===== config.mk =====
export PLATFORM = sky130hd
export DESIGN_NAME = lam_ctrl
export DESIGN_NICKNAME = d
export VERILOG_FILES = /design/src/lam_pkg.sv /design/src/lam_ctrl.sv
export SDC_FILE = /design/constraint.sdc
export NUM_CORES = 1
export LEC_CHECK = 0
export ABC_AREA = 0
export BUFFER_PORTS_ARGS = -buffer_cell sky130_fd_sc_hd__buf_4
export CELL_PAD_IN_SITES_DETAIL_PLACEMENT = 0
export CELL_PAD_IN_SITES_GLOBAL_PLACEMENT = 2
export CORE_MARGIN = 4
export CORE_UTILIZATION = 23
export DETAILED_ROUTE_END_ITERATION = 10
export GPL_ROUTABILITY_DRIVEN = 1
export HOLD_SLACK_MARGIN = 0.12
export PLACE_DENSITY = 0.82
export SLEW_MARGIN = 0
export SYNTH_ARGS = -nofsm -noshare
export SYNTH_HDL_FRONTEND = slang
export SYNTH_SLANG_ARGS = --single-unit

===== constraint.sdc =====
create_clock -name clock -period 1.7 [get_ports clock]
set_input_delay 0.17 -clock clock [delete_from_list [all_inputs] [get_ports clock]]
set_output_delay 0.17 -clock clock [all_outputs]
set_load 0.01 [all_outputs]

===== src/lam_pkg.sv =====
package lam_pkg;

   localparam int unsigned MAX_VERTICES_DEF = 16;

   localparam int unsigned OP_W    = 3;
   localparam int unsigned VTX_W   = 4;
   localparam int unsigned LABEL_W = 32;
   localparam int unsigned CFG_W   = 5;
   localparam int unsigned COUNT_W = 9;

   localparam logic [CFG_W-1:0] VERTICES_RESET = 5'd16;

   typedef enum logic [OP_W-1:0] {
      OP_SET      = 3'd0,
      OP_GET      = 3'd1,
      OP_REMOVE   = 3'd2,
      OP_LIST_OUT = 3'd3,
      OP_LIST_IN  = 3'd4,
      OP_LIST_ADJ = 3'd5
   } op_type;

   typedef struct packed {
      logic capture;
      logic point;
      logic start_in;
      logic start_out;
      logic step;
      logic flush;
   } cmd_type;

   typedef struct packed {
      logic list_ok;
      logic list_in;
      logic list_out;
      logic out_free;
      logic scan_stall;
      logic scan_end;
   } status_type;

endpackage


===== src/lam_ctrl.sv =====
module lam_ctrl (
   input  logic                clock,
   input  logic                reset,
   input  logic                req_valid,
   output logic                req_ready,
   input  lam_pkg::status_type status,
   output lam_pkg::cmd_type    cmd
);

   typedef enum logic [4:0] {
      ST_IDLE     = 5'b00001,
      ST_DECODE   = 5'b00010,
      ST_SCAN_IN  = 5'b00100,
      ST_SCAN_OUT = 5'b01000,
      ST_FLUSH    = 5'b10000
   } state_type;

   state_type state_ff;
   state_type state_in;

   always_comb begin
      state_in  = state_ff;
      cmd       = '0;
      req_ready = 1'b0;
      case (state_ff)
         ST_IDLE: begin
            req_ready = 1'b1;
            if (req_valid) begin
               cmd.capture = 1'b1;
               state_in    = ST_DECODE;
            end
         end
         ST_DECODE: begin
            if (status.list_ok) begin
               if (status.list_in) begin
                  cmd.start_in = 1'b1;
                  state_in     = ST_SCAN_IN;
               end else begin
                  cmd.start_out = 1'b1;
                  state_in      = ST_SCAN_OUT;
               end
            end else if (status.out_free) begin
               cmd.point = 1'b1;
               state_in  = ST_IDLE;
            end
         end
         ST_SCAN_IN: begin
            if (!status.scan_stall) begin
               cmd.step = 1'b1;
               if (status.scan_end) begin
                  if (status.list_out) begin
                     cmd.start_out = 1'b1;
                     state_in      = ST_SCAN_OUT;
                  end else begin
                     state_in = ST_FLUSH;
                  end
               end
            end
         end
         ST_SCAN_OUT: begin
            if (!status.scan_stall) begin
               cmd.step = 1'b1;
               if (status.scan_end) begin
                  state_in = ST_FLUSH;
               end
            end
         end
         ST_FLUSH: begin
            if (status.out_free) begin
               cmd.flush = 1'b1;
               state_in  = ST_IDLE;
            end
         end
         default: begin
            state_in = ST_IDLE;
         end
      endcase
   end

   always_ff @(posedge clock) begin
      if (reset) begin
         state_ff <= ST_IDLE;
      end else begin
         state_ff <= state_in;
      end
   end

endmodule


# Word-level counts from Yosys, hierarchy flattened
# Index checks and enable logic that the tools add are counted.
totals:
  reg_bits: 5
  input_bits: 9
  output_inout_bits: 7
  word_cells: 38
op_classes:
  eq_ne: 10
  n_mux: 26
  reduce_logical: 1
ops:
  columns: ["op", "n"]
  rows:
  - ["2-to-1 mux 5 bit", 8]
  - ["one-hot mux 5 bit (5 select lines)", 1]
  - ["2-to-1 mux 1 bit", 11]
  - ["inequality test 2 bit (second input constant)", 5]
  - ["2-to-1 mux 2 bit", 3]
  - ["== test 5 x 1 -> 1 bit (second input constant)", 1]
  - ["== test 5 x 2 -> 1 bit (second input constant)", 1]
  - ["== test 5 x 3 -> 1 bit (second input constant)", 1]
  - ["== test 5 x 4 -> 1 bit (second input constant)", 1]
  - ["== test 5 bit (second input constant)", 1]
  - ["AND reduction 5 bit", 1]
  - ["2-to-1 mux 4 bit", 1]
  - ["one-hot mux 1 bit (2 select lines)", 2]

# Depth between registers and ports, before layout
# Gate-level depths: netlist of the first run.
depth:
  ltp_word: 4
  mapped_depth: 6
  mapped_depth_nobuf: 5

# Worst setup path after synthesis of the first run
# No wires, ideal clock.
synth_timing:
  path_type: "register to register"
  start: "register state_ff[2]"
  end: "register state_ff[3]"
  setup_ns: 0.070
  t_arrival_ns: 1.300
  required_time_ns: 1.630
  path_slack_ns: 0.330
  path_stages_with_launch: 6
  path_buffers: 1
  period_less_slack_ns: 1.370
  path_cell_list: "dfxtp_1 buf_6 nor3_1 nand4b_1 o32ai_1 o2bb2ai_1"
synth_between:
  elab_chain_cells: 3
  word_cells_on_any_way: 12
  cone_classes: "10 x eq/ne; 1 x mux; 1 x reduce/logical"
synth_lines:
  columns: ["item", "line", "rtl"]
  rows:
  - ["start, declared", "lam_ctrl.sv:18", "state_type state_ff;"]
  - ["start signal, assigned", "lam_ctrl.sv:84", "state_ff <= state_in;"]
  - ["== test 5 x 3 -> 1 bit, or another cell as far along", "lam_ctrl.sv:25", "case (state_ff)"]
  - ["inequality test 2 bit (no source line)", null, null]
  - ["AND reduction 5 bit (no source line)", null, null]
# Parallel ways exist; a longest one is shown, timed or not.
# A chain may end at the register's enable or synchronous reset.

==> summary.md, run 1 <==
For this run, the top clock speed supported by timing is 634 MHz. The run finished with clean final reports. The placeable core area was 1520 um^2; the mapped cell area was 374 um^2. In this run the static leakage power is 0.247 nW. The tools report the reg-to-reg critical path endpoint as state_ff[0]. The synthesized design contains 5 register bits.

For the arrival time of the worst setup path, the log shows 1.41 ns. Final clock period utilization by the worst path: 92.8%. Between clock sinks in the finished design, the worst skew comes to 0.00475 ns.

The total power per unit cell area was 644 nW/um^2; the total number of vias was 434. Headroom to the max-slew limit came out at 74.7%. Clock-pin slew was measured on the worst setup and hold paths at 0.05 ns. Dividing the detail-routed via count by the number of cells gives 4.99.

Ranked by flip-flop count, first place goes to state_ff. The DRC violation total after the first TritonRoute iteration was 8. Kind of end point of the critical path: an output pin. The largest net degree at the start of global routing is 9. Setup repair after global routing left no endpoint under its margin.

The tools report the CTS sink count as 5. The die span in y was 48.3 um. The worst register-to-register path begins at state_ff[3].

The logs give 406 for the number of global-route vias before repair and 81 for the final net count. 0 antenna diodes ended up in the layout. The maximum fanout count along the critical path was 6; the share of the synthesized area in the top cell type was 26.8%.

STA classifies the critical path startpoint as a flop. The layout has 161 filler cells. From synthesis to final layout, the design area changed by 53.2%. The tools report the starting density of the core as 24.5%. The end point of the critical path was cmd[2].

Sequential cells were found to cover 26.8% of the synthesized design area. The number of different library cells used by synthesis comes to 25. Buffers placed on the I/O ports in this run total 15.

The die covers 2340 um^2. The total congestion overflow after global routing was 0; the average wire length per cell after detail routing was 11.8 um. The number of core rows was 14.

By area the synthesized netlist is led by dfxtp_1 27%, and3_1 5.0%, inv_1 5.0%, nand2b_1 5.0%, nor2_1 5.0%. The number of endpoints with negative hold slack in the final report was 0. The tools report the detailed-router iteration count before antenna repair as 4. During I/O placement, the number of pins put on the boundary was 16. The worst-case IR drop observed on VDD is 376 uV. The number of CTS-inserted buffers came out at 3. The max-slew violation total from the final report was 0. In this run the worst hold path is classified as input port to flop. The run gives 0.23 ns as the worst setup slack for register-to-register paths.

The largest registers in the layout are state_ff: 5 flops. The later pin in the worst-skew pair is clocked with a latency of 0.25 ns. The die is 48.3 um wide. The logs give 0.369 mW for the post-layout total power and 1030 um for the routed wire length.

The number of DRC violations after detailed routing is 0, and the data required time of the worst path is 1.53 ns. The area taken by flip-flops and latches is 101 um^2. Setup violations remaining at the end of the flow were counted as 0. The run gives 1 as the H-tree depth reported by CTS. Maximum buffer depth of the clock tree: 2. The mean instance size in the synthesized netlist was 7.63 um^2; the initial antenna violation count was 0. Synthesis produced 49 cells.

The tree is rooted in a clkbuf_4. The synthesized design spends more area on one cell type than any other, namely dfxtp_1. The tool flagged a number of max-cap violations equal to 0. TritonCTS built the clock tree.

Once detail routing completed, the nets flagged for antenna violations numbered 0. The multi-input combinational cells in the finished layout cover a total of 254 um^2. Cells with a size suffix above 1 make up 38.0% of the layout. For the aggregate global-route resource usage, the log shows 8.54%. In the final timing run, aggregate negative setup slack is 0 ns.

For the number of warnings printed during yosys synthesis, the log shows 0. The number of nets in the synthesized netlist is 58. At the pin with the least slew margin, the transition time is 0.376 ns. The register with the most flip-flops in the layout has 5 of them. The critical path launch point is state_ff[1]. Counting cells, the worst reg-to-reg path comes to 4. The critical path is of the flop to output pin type. For the finished layout, the period the worst path requires is 1.58 ns. The global placement routability congestion was 0.689.

The logs give 1590 um for the wire length of the first global-routing pass and 841 um for the half-perimeter wire length after detailed placement.
-- cell usage after synthesis --
| cell type | instances |
|---|---|
| dfxtp_1 | 5 |
| a22o_1 | 1 |
| nand2b_1 | 3 |
| nor2_1 | 5 |
| and3_1 | 3 |
| nor4_1 | 1 |
| a31oi_1 | 1 |
| a22oi_1 | 1 |
| o21a_1 | 1 |
| nor2b_1 | 1 |
| o21ai_0 | 2 |
| buf_6 | 1 |
| inv_1 | 5 |
| nand3_1 | 1 |
| o22a_1 | 1 |
| a2111o_1 | 1 |
| nand4b_1 | 1 |
| nand2_1 | 4 |
| o2bb2ai_1 | 2 |
| and2_1 | 1 |
| xnor2_2 | 1 |
| nor3_1 | 3 |
| o211ai_1 | 2 |
| buf_4 | 1 |
| o32ai_1 | 1 |
-- worst min-delay path by stage --
stage,endpoint,cells after the start,start,slack (ns)
3_3_place_gp,state_ff[1],2,reset,0.36
2_1_floorplan,state_ff[1],1,reset,0.24
4_1_cts,state_ff[0],2,req_valid,0.16
3_5_place_dp,state_ff[1],2,reset,0.37
5_1_grt,state_ff[0],2,req_valid,0.17
6_report,state_ff[0],2,req_valid,0.16
-- metrics by stage --
stage	setup WS (ns)	hold slack, ns	utilization, %	cells	instance area (um^2)
after floorplan	0.330	0.242	-	49	374
after global placement	0.146	0.364	33.5	81	510
after detailed placement	0.191	0.368	33.5	81	510
after CTS	0.0595	0.163	36.7	86	559
after global routing	0.0216	0.171	37.6	87	573
final	0.123	0.164	37.6	87	573
-- repair_timing --
| item | in CTS | in global routing |
|---|---|---|
| pin swaps | 0 | 2 |
| hold buffers | 1 | 0 |
| setup buffers | 0 | 1 |
| hold endpoints to repair | 1 | 0 |
| resized for setup | 2 | 2 |
| endpoints found under the setup margin | 1 | 1 |
-- layout by cell type (no fill, tap or decap), types with 2 or more instances in the layout --
| master | n |
|---|---|
| buf_4 | 19 |
| nor2_1 | 5 |
| inv_1 | 5 |
| nand2_1 | 4 |
| dfxtp_1 | 4 |
| nand2b_1 | 3 |
| and3_1 | 3 |
| clkbuf_4 | 3 |
| nor3_2 | 2 |
| o21ai_0 | 2 |
| o2bb2ai_1 | 2 |
| o211ai_1 | 2 |
-- where the power goes --
group | switching, mW | internal, mW
clock | 0.0507 | 0.0889
combinational | 0.0449 | 0.0520
sequential | 0.00930 | 0.123
total | 0.105 | 0.264
-- cell families (layout without fill, tap and decap cells) --
group	count (synthesis)	count (layout)	synth area share [%]
simple gates	23	23	31.8
compound gates	13	13	27.1
buf+inv	7	29	10.0
flops	5	5	26.8
xor+xnor	1	1	4.35
-- cell type report --
class	count	share of cell area [%]
clock buffers	4	4.59
well taps	16	3.49
repair buffers	20	26.6
flip-flops and latches	5	17.7
multi-input cells	37	44.3
inverters	5	3.28
-- per-layer routing --
| layer | GRT usage, % | share of wire, % | vias to the layer above |
|---|---|---|---|
| met4 | 2.76 | 0 | 0 |
| met3 | 4.91 | 8.3 | 0 |
| met2 | 13.0 | 45 | 15 |
| li1 | - | - | 224 |
| met5 | 0 | 0 | - |
| met1 | 9.89 | 47 | 195 |
-- critical path, cell delays in order (launching register included) --
cell and delay [ns]:
dfxtp_1 0.36, nor3_2 0.26, nand2b_1 0.11, o32ai_2 0.25, buf_4 0.17
(Power assumes the default switching activity.)
==> inputs of run 2 (changes only) <==
--- a/config.mk
+++ b/config.mk
@@ -10,11 +10,12 @@
 export CELL_PAD_IN_SITES_DETAIL_PLACEMENT = 0
 export CELL_PAD_IN_SITES_GLOBAL_PLACEMENT = 2
 export CORE_MARGIN = 4
-export CORE_UTILIZATION = 23
+export CORE_UTILIZATION = 25
+export CTS_BUF_LIST = sky130_fd_sc_hd__clkbuf_4
 export DETAILED_ROUTE_END_ITERATION = 10
 export GPL_ROUTABILITY_DRIVEN = 1
 export HOLD_SLACK_MARGIN = 0.12
-export PLACE_DENSITY = 0.82
+export PLACE_DENSITY = 0.88
 export SLEW_MARGIN = 0
 export SYNTH_ARGS = -nofsm -noshare
 export SYNTH_HDL_FRONTEND = slang
==> summary.md, run 2 (synthesized netlist as in run 1, its figures left out) <==
The detailed router finished its first iteration with 6 violations. From synthesis to final layout, the design area changed by 50.5%. TritonCTS built the clock tree.

0 antenna diodes ended up in the layout. The run gives 1 as the H-tree depth reported by CTS. Counting along the longest clock path gives a buffer depth of 2.

The minimum hold slack came out at 0.177 ns. The data required time of the worst path came out at 1.53 ns. For this run the aggregate overflow at the end of global routing stands at 0.

The max-slew violation total from the final report was 0. In this run, placement finished with an instance count of 78. In the global route stage, met2 resource usage came out at 15.4%. Final clock period utilization by the worst path: 95.2%. The floorplan step defined a die boundary enclosing 2180 um^2. The mean number of vias per cell is 4.88, and the layout filler cell count is 146. The tools report the number of DRC violations after detailed routing as 0.

At the end of the flow, the number of nets in the layout was 78. The floorplan step set the die width to 46.7 um. For this run, the slowest stage of the critical path takes 0.39 ns. The worst hold path belongs to the class input port to flop.

Once detail routing completed, the nets flagged for antenna violations numbered 0. The maximum frequency from static timing analysis is 618 MHz, and the area taken by flip-flops and latches is 100 um^2. Pin placement for this block handled 16 I/O pins. For met3 alone, demand over resource in global routing was 2.73%.

Global routing consumed, over all layers together, 10.1% of the routing resources. The tool flagged a number of max-cap violations equal to 0. Largest net degree at the start of global routing: 9. Dividing total power by cell area gives a power density of 673 nW/um^2.

The final count of negative-setup-slack endpoints is 0. In this run the worst path has a maximum fanout of 8. The core region is 1350 um^2. The global routing stage identified its most utilized layer as met2.

The initial utilization of the core area, before any placement, comes to 27.7%. For the number of global-route vias before repair, the log shows 394. The routed layout has 405 vias. The final critical delay including setup and external delays works out to 1.62 ns. The slowest cell on the critical path was dfxtp_1. In this design, the largest share of critical-path delay is due to simple AND/OR/NAND/NOR gates. The logs give 3 for the number of CTS-inserted buffers and 12.9% for the met1 global-route usage. The tools report the routed wire length as 995 um. The tools report the number of buffers added for setup after CTS as 0.

The static leakage was 0.235 nW. The die span in y is 46.7 um. The buffer and inverter count on the worst path came out at 1.

The run finished with clean final reports. In the final layout, the registers with the most flip-flops are state_ff: 5 flops. The total area of multi-input combinational cells came out at 265 um^2. Counting every sink on the clock net gives 5. The critical path launch point type was a flop.

Number of cells in the finished layout apart from fillers: 83. The average wire length per cell after detail routing is 12.0 um. The most common library cell in the layout ignoring fill and taps is buf_4. The worst-skew pair later-pin latency is 0.24 ns.

The clock-pin slew on the worst setup and hold paths was 0.04 ns; the wire length of the first global-routing pass was 1560 um. The peak supply drop was 143 uV. Leaving out fill and tap cells, the most frequent cells in the layout are 16 x buf_4, 5 x nor2_1, 5 x inv_1, 5 x dfxtp_1. The detailed-router iteration count before antenna repair was 4; the arrival time of the worst setup path was 1.45 ns.

The number of core rows is 13, and the transition time of the tightest slew-check pin is 0.377 ns. The buffer cell driving the clock tree root is clkbuf_4. The initial antenna violation count was 0.

The run gives 0.766 as the global placement routability congestion. The number of endpoints with negative hold slack in the final report is 0. The post-route netlist has 36.8% of its cells at a drive strength greater than 1. The worst setup path is of the flop to output pin kind. The worst setup path is captured at an output pin. Register containing the most flip-flops in the final layout: state_ff. The critical path goes through nor3_2 > nand4b_1 > o32ai_2 > buf_4.

Across the routed clock network, the largest skew measured is 0.00361 ns. Detailed placement finished with a half-perimeter wire length of 785 um. The register with the most flip-flops in the layout has 5 of them. The headroom to the max-slew limit is 74.6%.

The number of port buffers is 15.
==> run 2: through the flow <==
stage | worst slack (ns) | power (mW) | setup TNS [ns] | cell area [um^2] | util, %
2_1_floorplan | 0.330 | 0.176 | 0 | 374 | -
3_3_place_gp | 0.196 | 0.221 | 0 | 494 | 36.6
3_5_place_dp | 0.218 | 0.219 | 0 | 494 | 36.6
4_1_cts | 0.0198 | 0.380 | 0 | 544 | 40.3
5_1_grt | -0.0177 | 0.405 | -0.0177 | 563 | 41.7
6_report | 0.0821 | 0.379 | 0 | 563 | 41.7
==> run 2: repair_timing <==
action | in CTS | in global routing
gates resized for setup | 2 | 3
setup endpoints to repair | 1 | 1
hold buffers | 1 | 0
endpoints found under the hold margin | 1 | 0
==> run 2: cell type report <==
cell class	count	area share, %
Multi-Input combinational cell	37	47.1
Clock buffer	4	5.33
Sequential cell	5	17.8
Timing Repair Buffer	17	23.1
Tap cell	15	3.33
Inverter	5	3.33
==> run 2: layer usage <==
layer,share of wire (%),vias to the layer above
li1,-,216
met1,47,178
met2,47,11
met3,5.4,0
met4,0,0
met5,0,-
==> run 2: path summary, 6_finish.rpt <==
kind,slack [ns],from,depth (start not counted),endpoint
worst max-delay path,0.08,state_ff[2],4,cmd[2]
worst min-delay path,0.18,req_valid,2,state_ff[0]
worst min register to register,0.59,state_ff[2],2,state_ff[2]
worst max register to register,0.23,state_ff[2],4,state_ff[0]
==> run 2: power by group <==
part | leakage [nW] | switching [mW] | internal, mW
Sequential | 0.0408 | 0.0120 | 0.123
Combinational | 0.176 | 0.0447 | 0.0488
Clock | 0.0184 | 0.0455 | 0.104
==> inputs of run 3 (changes only) <==
--- a/config.mk
+++ b/config.mk
@@ -16,6 +16,7 @@
 export GPL_ROUTABILITY_DRIVEN = 1
 export HOLD_SLACK_MARGIN = 0.12
 export PLACE_DENSITY = 0.88
+export SETUP_SLACK_MARGIN = 0.5
 export SLEW_MARGIN = 0
 export SYNTH_ARGS = -nofsm -noshare
 export SYNTH_HDL_FRONTEND = slang
==> summary.md, run 3 (synthesized netlist as in run 1, its figures left out) <==
For the maximum frequency from static timing analysis, the log shows 654 MHz. The run gives 9 as the largest net degree at the start of global routing. The register with the most flip-flops in the layout has 5 of them. Dividing total power by cell area gives a power density of 580 nW/um^2. The tools report the initial antenna violation count as 0. TritonCTS created 3 clock buffers. The number of port buffers works out to 15.

The arrival time of the worst setup path is 1.36 ns, and the area after detailed placement is 513 um^2. The mean number of vias per cell came out at 5.13. Average wire length per cell after detail routing: 12.7 um.

The tools report the number of endpoints with negative hold slack in the final report as 0. After layout, the worst path uses 90.0% of the clock period. The run finished with clean final reports. The largest registers in the layout are state_ff: 5 flops. The longest clock path from root to sink contains 2 buffers. The die covers 2180 um^2. The tools report the final cell area excluding filler cells as 704 um^2. For this run, the detailed router's first-pass iteration total came to 4. The first global-routing pass estimated 1930 um of wire.

After filler insertion, the fill cell instance count of the layout stands at 130. The maximum fanout count along the critical path came out at 5. The worst setup path is launched from a flop. The max-slew violation total from the final report is 0. Clock-pin slew was measured on the worst setup and hold paths at 0.04 ns.

Once detail routing completed, the nets flagged for antenna violations numbered 0. The region available for standard cell placement spans 1350 um^2. The die span in y is 46.7 um.

Data on the critical path is required at its endpoint by 1.53 ns. The start-to-end type of the worst setup path was flop to output pin. Relative to the synthesized area, the layout overhead comes to 88.3%. The total congestion overflow after global routing came out at 0.

In this run the clock root is driven by a clkbuf_4. Max-cap violations in this run came to 0. Path type of the worst min-delay path: input port to flop. TritonCTS built the clock tree. The run gives 0 as the final count of negative-setup-slack endpoints. The H-tree depth reported by CTS came out at 1. The repair_antennas step left the layout with diodes totalling 0.

The fraction of final layout cells sized beyond drive strength 1 came out at 58.4%. Leaving out fill and tap cells, the most frequent cell in the layout is buf_4. Routability-driven placement finished with a final weighted congestion of 0.772.

CTS saw 5 sinks. The clock skew was 0.00521 ns. For this run, design rule violations remaining after detail routing come to 0. Summed over all layers, the routed wires come to 1170 um. The peak supply drop is 386 uV, and the DRC violation total after the first TritonRoute iteration is 10. At the later pin of the worst-skew pair, clock insertion delay measures 0.23 ns.

The HPWL after detailed placement is 771 um. After layout, the minimum clock period comes to 1.53 ns. More flip-flops sit in one register than any other, and that register is state_ff. The transition time of the tightest slew-check pin is 0.375 ns. Leaving out fill and tap cells, the most frequent cells in the layout are 20 x buf_4, 5 x buf_6.

Global routing used 12.1% of the available tracks. Setup repair after global routing could not meet its margin everywhere. The headroom to the max-slew limit is 74.7%, and the width of the die is 46.7 um.

The number of top-level design ports came out at 16. Summed over all failing endpoints, the final setup total negative slack is 0 ns. For this design the static power due to leakage is 0.293 nW.

At the end of the flow, the number of nets in the layout was 87. Once the floorplan was initialized, standard cells occupied 27.7% of the core. Summing over every cut layer, the via total after detailed routing is 472.

The initialized floorplan defines 13 standard-cell rows. Cells fill 52.2% of the core in the end. The number of global-route vias before repair came out at 467.

The worst setup path is captured at an output pin. In this run the register-to-register setup slack is 0.25 ns.
==> run 3: cell types whose count changed in the layout (fill, tap and decap cells not counted), sizes merged <==
cell / delta
buf: +9
==> run 3: worst max-delay path, cell delays in order, from the launching register on <==
cell      delay, ns
dfxtp_4        0.37
nor3_4         0.20
nand4b_1       0.23
nor2_2         0.20
buf_4          0.14
==> run 3: final timing paths <==
path         cells after the start        start     endpoint
min                              2    req_valid  state_ff[0]
max                              4  state_ff[0]       cmd[3]
max reg2reg                      5  state_ff[3]  state_ff[0]
min reg2reg                      2  state_ff[2]  state_ff[2]
==> run 3: layout make-up <==
| type | count | area, um^2 | area share (%) |
|---|---|---|---|
| clock buffer | 4 | 30.0 | 4.26 |
| inverter | 5 | 18.8 | 2.66 |
| multi-input combinational | 37 | 307 | 43.5 |
| sequential | 5 | 114 | 16.2 |
| tap | 15 | 18.8 | 2.66 |
| timing repair buffer | 26 | 216 | 30.7 |
==> run 3: power by group <==
part           leakage (nW)  switching [mW]  internal [mW]
Clock                0.0184          0.0421          0.104
Sequential           0.0433          0.0132          0.122
Combinational         0.232          0.0550         0.0722
==> run 3: timing repair <==
action / CTS / global route
setup buffers: 6 / 4
endpoints found under the setup margin: 11 / 12
resized for setup: 13 / 9
hold endpoints to repair: 1 / 0
pin swaps: 6 / 10
hold buffers: 1 / 0
==> run 3: per-layer routing <==
layer / global-route usage, % / vias up / share of wire (%)
met5: 0 / - / 0
met3: 2.34 / 0 / 7.5
met4: 3.31 / 0 / 0
met1: 16.6 / 220 / 46
li1: - / 235 / -
met2: 19.2 / 17 / 46
==> run 3: per-stage QoR <==
step	power (mW)	cells	hold WS (ns)	worst slack, ns
detailed placement	0.220	77	0.359	0.189
CTS	0.391	88	0.177	0.218
floorplan	0.180	49	0.242	0.356
finish	0.409	92	0.185	0.170
global route	0.439	92	0.189	0.114
global placement	0.222	77	0.358	0.193
